## src/rtl/core/ttn_pkg.sv

```systemverilog
// Shared types, widths and truth-table mask permutations for the
// truth-table normalizer. No dependencies.
`default_nettype none

package ttn_pkg;

  // Fixed field widths of the request and result channels
  localparam int unsigned CntW    = 2;
  localparam int unsigned LitW    = 31;
  localparam int unsigned VarOutW = 31;
  localparam int unsigned MaskW   = 8;

  typedef logic [CntW-1:0]  cnt_t;
  typedef logic [MaskW-1:0] mask_t;
  typedef logic [1:0]       idx_t;

  // Pairwise order flags of the three column variables; gt[{a,b}] is var a > var b
  typedef struct packed {
    logic [15:0] gt;
    logic [2:0]  zero;
  } cmp_t;

  // Normalized count, source column of each output column, and mask
  typedef struct packed {
    cnt_t  count;
    idx_t  src0;
    idx_t  src1;
    idx_t  src2;
    mask_t table_bits;
  } res_t;

  function automatic logic is_gt(cmp_t c, idx_t a, idx_t b);
    return c.gt[{a, b}];
  endfunction

  function automatic logic is_eq(cmp_t c, idx_t a, idx_t b);
    return !c.gt[{a, b}] && !c.gt[{b, a}];
  endfunction

  function automatic logic is_zero(cmp_t c, idx_t a);
    logic z;
    unique case (a)
      2'd0:    z = c.zero[0];
      2'd1:    z = c.zero[1];
      2'd2:    z = c.zero[2];
      default: z = 1'b0;
    endcase
    return z;
  endfunction

  // Invert column 0, 1 or 2 of a mask
  function automatic mask_t mask_neg0(mask_t b);
    return ((b & 8'hf0) >> 4) | ((b & 8'h0f) << 4);
  endfunction

  function automatic mask_t mask_neg1(mask_t b);
    return ((b & 8'hcc) >> 2) | ((b & 8'h33) << 2);
  endfunction

  function automatic mask_t mask_neg2(mask_t b);
    return ((b & 8'haa) >> 1) | ((b & 8'h55) << 1);
  endfunction

  // Exchange two adjacent columns
  function automatic mask_t mask_sw01(mask_t b);
    return (b & 8'hc3) | ((b & 8'h0c) << 2) | ((b & 8'h30) >> 2);
  endfunction

  function automatic mask_t mask_sw12(mask_t b);
    return (b & 8'h99) | ((b & 8'h22) << 1) | ((b & 8'h44) >> 1);
  endfunction

  // Drop a leading column that sits on the constant-true variable
  function automatic mask_t mask_drop_true0(mask_t b);
    return (b & 8'h80) | ((b & 8'hc0) >> 1) | ((b & 8'h60) >> 2) |
           ((b & 8'h30) >> 3) | ((b & 8'h10) >> 4);
  endfunction

  // Merge two equal adjacent columns
  function automatic mask_t mask_join01(mask_t b);
    return (b & 8'h81) | ((b & 8'hc0) >> 1) | ((b & 8'h40) >> 2) |
           ((b & 8'h02) << 2) | ((b & 8'h03) << 1);
  endfunction

  function automatic mask_t mask_join12(mask_t b);
    return (b & 8'h99) | ((b & 8'h88) >> 1) | ((b & 8'h11) << 1);
  endfunction

  // Test whether the function ignores a column
  function automatic logic mask_free0(mask_t b);
    return (b & 8'h0f) == (b >> 4);
  endfunction

  function automatic logic mask_free1(mask_t b);
    return (b & 8'h33) == ((b & 8'hcc) >> 2);
  endfunction

  function automatic logic mask_free2(mask_t b);
    return (b & 8'h55) == ((b & 8'haa) >> 1);
  endfunction

  // Remove an irrelevant leading column
  function automatic mask_t mask_cut0(mask_t b);
    return (b & 8'h81) | ((b & 8'hc0) >> 1) | ((b & 8'h60) >> 2) | ((b & 8'h03) << 1);
  endfunction

endpackage

`default_nettype wire

```

## src/rtl/core/ttn_compare.sv

```systemverilog
// Pairwise magnitude and zero compares of the three column variables.
// Depends on ttn_pkg for the flag struct.
`default_nettype none

module ttn_compare
  import ttn_pkg::*;
#(
  parameter int unsigned VarW = 30
) (
  input  wire logic [VarW-1:0] var0_i,
  input  wire logic [VarW-1:0] var1_i,
  input  wire logic [VarW-1:0] var2_i,
  output cmp_t                 cmp_o
);

  // Compare every ordered pair in parallel; unused slots stay low
  always_comb begin
    cmp_o.gt        = '0;
    cmp_o.gt[4'h1]  = var0_i > var1_i;
    cmp_o.gt[4'h2]  = var0_i > var2_i;
    cmp_o.gt[4'h4]  = var1_i > var0_i;
    cmp_o.gt[4'h6]  = var1_i > var2_i;
    cmp_o.gt[4'h8]  = var2_i > var0_i;
    cmp_o.gt[4'h9]  = var2_i > var1_i;
    cmp_o.zero[0]   = var0_i == '0;
    cmp_o.zero[1]   = var1_i == '0;
    cmp_o.zero[2]   = var2_i == '0;
  end

endmodule

`default_nettype wire

```

## src/rtl/core/ttn_normalize.sv

```systemverilog
// Column negation, sort, merge and pruning of the truth-table mask.
// Tracks columns by index only; depends on ttn_pkg for flags and mask ops.
`default_nettype none

module ttn_normalize
  import ttn_pkg::*;
(
  input  wire cnt_t       count_i,
  input  wire logic [2:0] neg_i,
  input  wire mask_t      table_i,
  input  wire cmp_t       cmp_i,
  output res_t            res_o
);

  cnt_t  n;
  mask_t b;
  idx_t  p0;
  idx_t  p1;
  idx_t  p2;
  idx_t  t;

  // Walk the normalization steps in order on column indices and the mask
  always_comb begin
    n  = count_i;
    b  = table_i;
    p0 = 2'd0;
    p1 = 2'd1;
    p2 = 2'd2;
    t  = 2'd0;

    // fold negated columns into the mask
    if (n >= 2'd1 && neg_i[0]) b = mask_neg0(b);
    if (n >= 2'd2 && neg_i[1]) b = mask_neg1(b);
    if (n == 2'd3 && neg_i[2]) b = mask_neg2(b);

    if (n == 2'd1) begin
      if (mask_free0(b)) n = 2'd0;
    end else if (n >= 2'd2) begin
      // sort by variable
      if (is_gt(cmp_i, p0, p1)) begin
        t = p0; p0 = p1; p1 = t; b = mask_sw01(b);
      end
      if (n == 2'd3) begin
        if (is_gt(cmp_i, p1, p2)) begin
          t = p1; p1 = p2; p2 = t; b = mask_sw12(b);
        end
        if (is_gt(cmp_i, p0, p1)) begin
          t = p0; p0 = p1; p1 = t; b = mask_sw01(b);
        end
        if (is_eq(cmp_i, p1, p2)) begin
          n = n - 2'd1; b = mask_join12(b);
        end
      end
      // merge equal leading columns
      if (is_eq(cmp_i, p0, p1)) begin
        n = n - 2'd1; p1 = p2; b = mask_join01(b);
      end
      // drop a column on the constant-true variable
      if (is_zero(cmp_i, p0)) begin
        n = n - 2'd1; p0 = p1; p1 = p2; b = mask_drop_true0(b);
      end
      // remove columns the function does not depend on
      if (n == 2'd3 && mask_free2(b)) n = n - 2'd1;
      if (n > 2'd1 && mask_free1(b)) begin
        n = n - 2'd1; p1 = p2; b = mask_sw12(b);
      end
      if (n > 2'd0 && mask_free0(b)) begin
        n = n - 2'd1; p0 = p1; p1 = p2; b = mask_cut0(b);
      end
    end

    res_o.count      = n;
    res_o.src0       = p0;
    res_o.src1       = p1;
    res_o.src2       = p2;
    res_o.table_bits = b;
  end

endmodule

`default_nettype wire

```

## src/rtl/core/truth_table_normalize_core.sv

```systemverilog
// Top level of the truth-table normalizer: request register, compare and
// normalize logic, result register. Depends on ttn_pkg, ttn_compare, ttn_normalize.
//
//   channel   handshake              payload
//   request   in_valid_i/in_ready_o  column_count_i, *_literal_i, table_bits_i
//   result    out_valid_o/out_ready_i out_column_count_o, *_variable_o, out_table_bits_o
//
// One request per cycle sustained while the result is not stalled; a request
// passes through the request register and then the result register, with a
// single level of parallel 30-bit compares followed by narrow mask permutes
// between them.
// Reset clears both stage valid bits; payload registers are not reset.
// A stalled result holds the result register; the request stage keeps
// accepting while the result stage can advance.
`default_nettype none

module truth_table_normalize_core
  import ttn_pkg::*;
#(
  parameter int unsigned LITERAL_BITS = 31
) (
  input  wire logic                       clk_i,
  input  wire logic                       rst_ni,
  input  wire logic                       in_valid_i,
  output logic                            in_ready_o,
  input  wire cnt_t                       column_count_i,
  input  wire logic [LitW-1:0]            first_literal_i,
  input  wire logic [LitW-1:0]            second_literal_i,
  input  wire logic [LitW-1:0]            third_literal_i,
  input  wire mask_t                      table_bits_i,
  output logic                            out_valid_o,
  input  wire logic                       out_ready_i,
  output cnt_t                            out_column_count_o,
  output logic signed [VarOutW-1:0]       first_variable_o,
  output logic signed [VarOutW-1:0]       second_variable_o,
  output logic signed [VarOutW-1:0]       third_variable_o,
  output mask_t                           out_table_bits_o
);

  localparam int unsigned VarW = LITERAL_BITS - 1;

  logic                    in_valid_q;
  cnt_t                    cnt_q;
  logic [LITERAL_BITS-1:0] lit0_q;
  logic [LITERAL_BITS-1:0] lit1_q;
  logic [LITERAL_BITS-1:0] lit2_q;
  mask_t                   tbl_q;

  logic                    out_valid_q;
  cnt_t                    out_cnt_q;
  logic [VarOutW-1:0]      out_var0_q;
  logic [VarOutW-1:0]      out_var1_q;
  logic [VarOutW-1:0]      out_var2_q;
  mask_t                   out_tbl_q;

  logic [VarOutW-1:0]      out_var0_d;
  logic [VarOutW-1:0]      out_var1_d;
  logic [VarOutW-1:0]      out_var2_d;

  logic [VarW-1:0]         var0;
  logic [VarW-1:0]         var1;
  logic [VarW-1:0]         var2;
  logic                    advance;
  logic                    in_take;
  cmp_t                    cmp;
  res_t                    res;

  // Advance the result stage when it is empty or being drained
  assign advance    = !out_valid_q || out_ready_i;
  assign in_ready_o = !in_valid_q || advance;
  assign in_take    = in_valid_i && in_ready_o;

  // Hold stage valid bits
  always_ff @(posedge clk_i or negedge rst_ni) begin
    if (!rst_ni) begin
      in_valid_q  <= 1'b0;
      out_valid_q <= 1'b0;
    end else begin
      if (in_ready_o) in_valid_q <= in_valid_i;
      if (advance) out_valid_q <= in_valid_q;
    end
  end

  // Capture the request, keeping only the used literal bits
  always_ff @(posedge clk_i) begin
    if (in_take) begin
      cnt_q  <= column_count_i;
      lit0_q <= first_literal_i[LITERAL_BITS-1:0];
      lit1_q <= second_literal_i[LITERAL_BITS-1:0];
      lit2_q <= third_literal_i[LITERAL_BITS-1:0];
      tbl_q  <= table_bits_i;
    end
  end

  assign var0 = lit0_q[LITERAL_BITS-1:1];
  assign var1 = lit1_q[LITERAL_BITS-1:1];
  assign var2 = lit2_q[LITERAL_BITS-1:1];

  ttn_compare #(
    .VarW (VarW)
  ) u_compare (
    .var0_i (var0),
    .var1_i (var1),
    .var2_i (var2),
    .cmp_o  (cmp)
  );

  ttn_normalize u_normalize (
    .count_i (cnt_q),
    .neg_i   ({lit2_q[0], lit1_q[0], lit0_q[0]}),
    .table_i (tbl_q),
    .cmp_i   (cmp),
    .res_o   (res)
  );

  function automatic logic [VarOutW-1:0] pick_var(idx_t p, logic [VarW-1:0] v0,
                                                  logic [VarW-1:0] v1,
                                                  logic [VarW-1:0] v2);
    logic [VarOutW-1:0] r;
    unique case (p)
      2'd0:    r = VarOutW'(v0);
      2'd1:    r = VarOutW'(v1);
      2'd2:    r = VarOutW'(v2);
      default: r = '1;
    endcase
    return r;
  endfunction

  // Route surviving columns to the outputs; absent columns read as all ones
  always_comb begin
    out_var0_d = (res.count > 2'd0) ? pick_var(res.src0, var0, var1, var2) : '1;
    out_var1_d = (res.count > 2'd1) ? pick_var(res.src1, var0, var1, var2) : '1;
    out_var2_d = (res.count > 2'd2) ? pick_var(res.src2, var0, var1, var2) : '1;
  end

  // Load the result register
  always_ff @(posedge clk_i) begin
    if (advance && in_valid_q) begin
      out_cnt_q  <= res.count;
      out_var0_q <= out_var0_d;
      out_var1_q <= out_var1_d;
      out_var2_q <= out_var2_d;
      out_tbl_q  <= res.table_bits;
    end
  end

  assign out_valid_o        = out_valid_q;
  assign out_column_count_o = out_cnt_q;
  assign first_variable_o   = $signed(out_var0_q);
  assign second_variable_o  = $signed(out_var1_q);
  assign third_variable_o   = $signed(out_var2_q);
  assign out_table_bits_o   = out_tbl_q;

  // Normalization never adds columns
  a_count_shrinks: assert property (@(posedge clk_i) disable iff (!rst_ni)
    in_valid_q |-> res.count <= cnt_q)
    else $error("normalized count exceeds request count");

  // A third column beyond the count is marked absent
  a_absent_ones: assert property (@(posedge clk_i) disable iff (!rst_ni)
    out_valid_q && out_cnt_q != 2'd3 |-> out_var2_q == '1)
    else $error("third variable present beyond count");

  // A full request stage behind a stalled result is kept
  a_hold_request: assert property (@(posedge clk_i) disable iff (!rst_ni)
    in_valid_q && out_valid_q && !out_ready_i |=> in_valid_q && $stable(cnt_q))
    else $error("request dropped while result stalled");

  // Back-pressure only when both stages are occupied
  a_ready_full: assert property (@(posedge clk_i) disable iff (!rst_ni)
    !in_ready_o |-> in_valid_q && out_valid_q)
    else $error("request refused with a free stage");

endmodule

`default_nettype wire
```

## config.mk

```make
export PLATFORM = sky130hd
export DESIGN_NAME = truth_table_normalize_core
export DESIGN_NICKNAME = d
export VERILOG_FILES = /design/src/rtl/core/ttn_pkg.sv /design/src/rtl/core/ttn_compare.sv /design/src/rtl/core/ttn_normalize.sv /design/src/rtl/core/truth_table_normalize_core.sv
export SDC_FILE = /design/constraint.sdc
export NUM_CORES = 1
export LEC_CHECK = 0
export ABC_AREA = 1
export BUFFER_PORTS_ARGS = -buffer_cell sky130_fd_sc_hd__clkbuf_2
export CAP_MARGIN = 20
export CORE_ASPECT_RATIO = 1.5
export CORE_MARGIN = 4
export CORE_UTILIZATION = 40
export CTS_BUF_LIST = sky130_fd_sc_hd__clkbuf_16
export DETAILED_ROUTE_END_ITERATION = 8
export SYNTH_ARGS = -nofsm -noshare
export SYNTH_HDL_FRONTEND = slang
export SYNTH_SLANG_ARGS = --single-unit
```

## constraint.sdc

```tcl
create_clock -name clk_i -period 9.1 [get_ports clk_i]
set_clock_uncertainty 0.1 [all_clocks]
set_input_delay 0.91 -clock clk_i [delete_from_list [all_inputs] [get_ports clk_i]]
set_output_delay 0.91 -clock clk_i [all_outputs]
set_load 0.02 [all_outputs]
```

Word level (Yosys, flattened, before mapping)
Cells that the tools add are included.
- flip-flop bits (word level): 208
- output and inout port bits: 105
- logic and storage cells: 207
- input bits: 107
- equal/unequal tests: 15
- reduce and logical (&&, ||, !) cells: 25
- multiplexer cells: 106
- $add $sub $neg: 6
- bitwise gates (word level): 24
- $lt $le $gt $ge: 19
- operators with widths (kind ; number):
    31-bit case mux with 3 select lines ; 3
    8-bit two-way mux ; 30
    30-bit greater-than comparator ; 6
    2-bit two-way mux ; 56
    30-bit logical NOT ; 3
    8-bit by 7-bit OR with 8-bit output ; 6
    8-bit by 6-bit OR with 8-bit output ; 5
    4-bit by 5-bit less-than comparator with 1-bit output, second input constant ; 6
    8-bit by 3-bit OR with 8-bit output ; 3
    8-bit by 4-bit OR with 8-bit output ; 3
    8-bit by 5-bit OR with 8-bit output ; 3
    1-bit binary-select mux with 4-bit select ; 5
    4-bit equality test ; 4
    2-bit equality test, second input constant ; 6
    2-bit by 1-bit subtractor with 2-bit output, second input constant ; 6
    2-bit by 1-bit equality test with 1-bit output, second input constant ; 5
    1-bit logical AND ; 10
    1-bit two-way mux ; 10
    2-bit by 1-bit greater-than comparator with 1-bit output, second input constant ; 4
    2-bit logical NOT ; 4
    4-bit by 8-bit OR with 8-bit output ; 1
    6-bit by 8-bit OR with 8-bit output ; 1
    7-bit by 8-bit OR with 8-bit output ; 1
    8-bit by 1-bit OR with 8-bit output ; 1
    other kinds (7) ; 13

Depth between registers and ports, before layout
- depth after elaboration: 61
- gate-level depth with buffers: 41
- gate-level depth less buffers: 40

Cells and area by module
From an unflattened synthesis, not the netlist that was laid out.
- cells, all modules: 1821
- area, all modules: 14650.3 um2
- by module, submodules not included (module ; area an instance (um2) ; instances ; cells an instance):
    truth_table_normalize_core ; 9387.8 ; 1 ; 918
    ttn_compare ; 2755.1 ; 1 ; 451
    ttn_normalize ; 2507.4 ; 1 ; 452

Worst setup path after synthesis
Ideal clock, no wire load.
- path type: input-to-reg
- start point: in out_ready_i
- end point: reg out_var0_q[0], in the netlist first_variable_o[0], enable pin
- stages on the path: 2
- path slack: 2482 ps
- buffers on the path: 0
- arrival time: 5919 ps
- library setup time: 599 ps
- data required time: 8401 ps
- cells stage by stage: inv_1 > a21oi_1
- word-level cells in the longest chain between the ends: 2
- RTL lines (what ; RTL line ; text):
    start: declaration ; truth_table_normalize_core.sv:32 ; input wire logic out_ready_i,
    1-bit logical OR ; truth_table_normalize_core.sv:69 ; assign advance = !out_valid_q || out_ready_i;
    1-bit logical AND ; truth_table_normalize_core.sv:138 ; if (advance && in_valid_q) begin
    end signal: assignment ; truth_table_normalize_core.sv:140 ; out_var0_q <= out_var0_d;
    end: declaration ; truth_table_normalize_core.sv:51 ; logic [VarOutW-1:0] out_var0_q;
No other way between the ends.
A chain may end at the register's enable or synchronous reset.

Worst setup path after layout
- start point: reg lit0_q[14]
- end point: reg out_var0_q[12], in the netlist first_variable_o[12] (data pin)
- word-level cells in the longest chain between the ends: 55
- elaborated cells on any way between the ends: 140
- classes of those cells: 5 x add/sub; 7 x order compare; 8 x eq/ne; 92 x mux; 16 x bitwise; 12 x reduce/logical
- RTL lines (what ; RTL line ; text):
    start: declaration ; truth_table_normalize_core.sv:44 ; logic [LITERAL_BITS-1:0] lit0_q;
    start signal: assignment ; truth_table_normalize_core.sv:88 ; lit0_q <= first_literal_i[LITERAL_BITS-1:0];
    30-bit greater-than comparator ; ttn_compare.sv:19 ; cmp_o.gt[4'h1] = var0_i > var1_i;
    1-bit two-way mux ; ttn_normalize.sv:40 ; if (is_gt(cmp_i, p0, p1)) begin
    2-bit two-way mux ; ttn_normalize.sv:38 ; end else if (n >= 2'd2) begin
    2-bit two-way mux ; ttn_normalize.sv:36 ; if (n == 2'd1) begin
    1-bit binary-select mux with 2-bit select ; ttn_pkg.sv:33 ; return c.gt[{a, b}];
    1-bit two-way mux (not written as such) ; ttn_pkg.sv:33 ;
    2-bit two-way mux ; ttn_normalize.sv:44 ; if (is_gt(cmp_i, p1, p2)) begin
    2-bit two-way mux ; ttn_normalize.sv:43 ; if (n == 2'd3) begin
    [39 not listed] ; -- ;
    2-bit two-way mux / 8-bit two-way mux (equally long branches) ; ttn_normalize.sv:36 ;
    2-bit by 1-bit greater-than comparator with 1-bit output / 4-bit equality test (equally long branches) ; ttn_normalize.sv:67, ttn_pkg.sv:91 ;
    1-bit logical AND ; ttn_normalize.sv:67 ; if (n > 2'd0 && mask_free0(b)) begin
    2-bit two-way mux ; ttn_normalize.sv:67 ;
    2-bit two-way mux ; ttn_normalize.sv:38 ;
    2-bit two-way mux ; ttn_normalize.sv:36 ;
    2-bit equality test (tied with other cells) ; truth_table_normalize_core.sv:120 ; unique case (p)
    31-bit case mux with 3 select lines ; truth_table_normalize_core.sv:120 ;
Parallel ways exist; a longest one is shown, timed or not. The select of a mux whose other input is x is not followed.

==> results.py <==
metrics = {
    "cts": {
        "post-cts-setup-buffers": 0,
        "clk_path_buf_depth": 3,
        "cts_htree_levels": 1,
        "tritoncts": "done",
        "clkLatencyLatePin_ns": 0.54,
        "post_cts_resized": 0,
        "cts_hold_buf": 0,
        "cts_root_buf": "clkbuf_16",
        "clk_pin_slew_ns": 0.06,
        "numCtsBuffers": 23,
        "clkSinkCount": 208,
    },
    "timing": {
        "tightest_slew_ns": 0.989,
        "setup_viol_count_final": 0,
        "finalCritPeriodShare_pct": 81.2,
        "worst_hold_slack_ns": 0.0567,
        "tns_ns": 0,
        "slew_violations": 0,
        "layout_min_cycle_time_ns": 7.38,
        "slew_headroom_pct": 34.1,
        "timing_hold_violations_final": 0,
        "fin_ws_ns": 1.72,
        "rsz0062_at_grt": "false",
        "fmax_mhz": 135,
    },
    "min_path": {
        "hp-class": "in2async",
    },
    "setup_path": {
        "path_buf_inv": 5,
        "crit_path_start_kind": "flop",
        "r2r_end": "first_variable_o[12]",
        "worstReg2RegStart": "lit0_q[14]",
        "crit_start": "lit0_q[14]",
        "cpLargestDelayFamily": "simple AND/OR/NAND/NOR gates",
        "crit_end": "first_variable_o[12]",
        "reg2reg_depth": 35,
        "crit_slowest_cell": "nand3_2",
        "crit_type": "reg2reg",
        "r2r_slack_ns": 1.72,
        "end_kind": "flop",
        "cp.required_ns": 9.26,
        "cp_max_fo": 31,
        "path_common_cell": "nand2_2",
        "path_depth": 35,
        "max_stage_delay_ns": 0.88,
        "arrival_ns": 7.54,
    },
    "logic_synthesis": {
        "yosys.area.top_type": "edfxtp_1",
        "synth.top_cells.by_count": "nand2_1, edfxtp_1, nand3_1, inv_1, ha_1",
        "synth-edff-count": 206,
        "ys_warn_count": 0,
        "ys_top_cells_by_area": "edfxtp_1, nand2_1, ha_1, nand3_1, inv_1",
        "syn_area_per_cell_um2": 8.87,
        "synthArstFlopShare_pct": 0.962,
        "synth_flop_cell": "edfxtp_1",
        "ys_types": 55,
        "synth.yosys.seq_area_share_pct": 44.4,
        "syn_nets": 1784,
        "postSynthCellCount": 1584,
        "synth_seq_cells": 208,
        "synthMostInstantiatedCell": "nand2_1",
        "netlist.area_leader.share_pct": 44.0,
        "synthesis.area_um2": 14100,
    },
    "drt": {
        "wl_met3_um": 2430,
        "wl_met2_um": 21500,
        "met1_length_um": 16800,
        "top_layer_used": "met4",
        "firstDrtPassIters": 7,
        "vias_per_cell": 5.30,
        "dr.first_iter.drc_count": 868,
        "ant_nets": 0,
        "via_count": 11899,
        "drt-total-wl_um": 43000,
        "drcViolationCount": 0,
        "routedWlPerCell_um": 19.2,
    },
    "power": {
        "leakage_uw": 0.00719,
        "p_per_area_nw_per_um2": 214,
        "ir_drop_mv": 0.143,
    },
    "finish": {
        "nets": 1963,
        "antennaDiodeCount": 0,
        "layout-drive-gt1-share_pct": 24.3,
        "n_fill_cell": 3455,
        "syn_to_final_growth_pct": 14.1,
    },
    "floorplanning": {
        "dieArea_um2": 38300,
        "ios": 212,
        "num_rows": 83,
        "die_h_um": 238,
        "die_w_um": 161,
        "core_area_um2": 34500,
        "initial_core_util_pct": 40.8,
    },
    "grt": {
        "grt_pass1_vias": 12299,
        "grt_pass1_wl_um": 67300,
        "grt-ovfl-total": 0,
        "track_usage_pct": 22.2,
        "grt_max_degree": 74,
        "antenna_found_initial": 0,
    },
    "placement": {
        "io_buffers": 211,
        "hpwl_um": 31600,
        "pre_cts_slack_ns": 1.85,
        "routabilityCongestion": 0.945,
    },
    "flow_run": {
        "drv_cap": 0,
    },
    "outcome": {
        "outcome": "complete, no violations",
    },
}
-- worst reg2reg max path, delay by kind of cell, from the launching register on --
| kind | cells | cell delay, ns |
|---|---|---|
| xor+xnor | 1 | 0.31 |
| compound gates | 2 | 0.21 |
| flops | 1 | 0.49 |
| fa+ha+maj | 2 | 0.52 |
| simple gates | 25 | 4.76 |
| buf+inv | 5 | 0.73 |
-- metrics by stage --
stage	util [%]	std cells	cell area, um2	total power, uW
detailed placement	44.3	2205	15300	2510
global route	46.5	2245	16000	3640
global placement	44.3	2205	15300	2500
finish	46.5	2245	16000	3440
floorplan	-	1584	14100	2210
CTS	46.5	2245	16000	3470
-- kinds of logic after synthesis --
| logic type | Yosys count | synth area share (%) |
|---|---|---|
| buffers and inverters | 292 | 9.68 |
| XOR/XNOR | 7 | 0.490 |
| AND/OR/NAND/NOR | 875 | 32.1 |
| adder cells (fa/ha/maj) | 93 | 8.28 |
| flip-flops | 208 | 44.4 |
| AO/OA/AOI/OAI | 109 | 5.04 |
-- how the worst min path moves through the flow --
| stage | to | slack (ns) | depth (start not counted) |
|---|---|---|---|
| after floorplan | out_valid_o | 0.35 | 2 |
| after global placement | out_valid_o | 0.40 | 2 |
| after detailed placement | out_valid_o | 0.40 | 2 |
| after CTS | in_valid_q | 0.03 | 1 |
| after global routing | in_valid_q | 0.03 | 1 |
| final | in_valid_q | 0.06 | 1 |
-- sequential cells by signal (all words and copies together) (netlist names), 8 cells and up --
register and count:
lit0_q 31, lit1_q 31, out_table_bits_o 8, tbl_q 8, first_variable_o 31, lit2_q 31, second_variable_o 31, third_variable_o 31
-- final cells by class --
type                       instances  area [um2]  area share [%]
clock inverter                    17         176            1.10
clock buffer                      23         576            3.59
timing repair buffer             220        1120            7.01
inverter                         226         868            5.41
multi-input combinational       1084        6470            40.4
sequential                       208        6240            38.9
tap                              467         584            3.64
-- metal layers --
metal	GRT usage [%]	up-vias
li1	-	5784
met1	26.1	5542
met2	39.0	444
met3	3.16	129
met4	11.8	0
met5	0	-
-- power breakdown --
group          switching [uW]  internal, uW  total (uW)
clock network             398           549         947
logic                     850           346        1200
registers                79.9          1210        1290
-- layout by cell type, fill, tap and decap left out, types with 5 or more instances in the layout --
cell / synthesis / final
a21o_1: 5 / 5
a21oi_1: 36 / 35
a221oi_1: 29 / 29
buf_4: 15 / 9
clkbuf_16: 0 / 23
clkbuf_2: 0 / 211
clkinv_1: 61 / 66
edfxtp_1: 206 / 206
ha_1: 93 / 93
inv_1: 140 / 140
inv_2: 20 / 20
nand2_1: 374 / 374
nand2_2: 56 / 56
nand2_4: 16 / 16
nand3_1: 186 / 185
nand3_2: 44 / 45
nand4_1: 78 / 78
nor2_1: 69 / 69
nor2_2: 10 / 10
nor2_4: 8 / 8
nor4_1: 19 / 19
o21ai_0: 14 / 14
o21ai_1: 11 / 11
xor2_1: 5 / 5
Note: power is estimated with default switching activity, not from simulation.
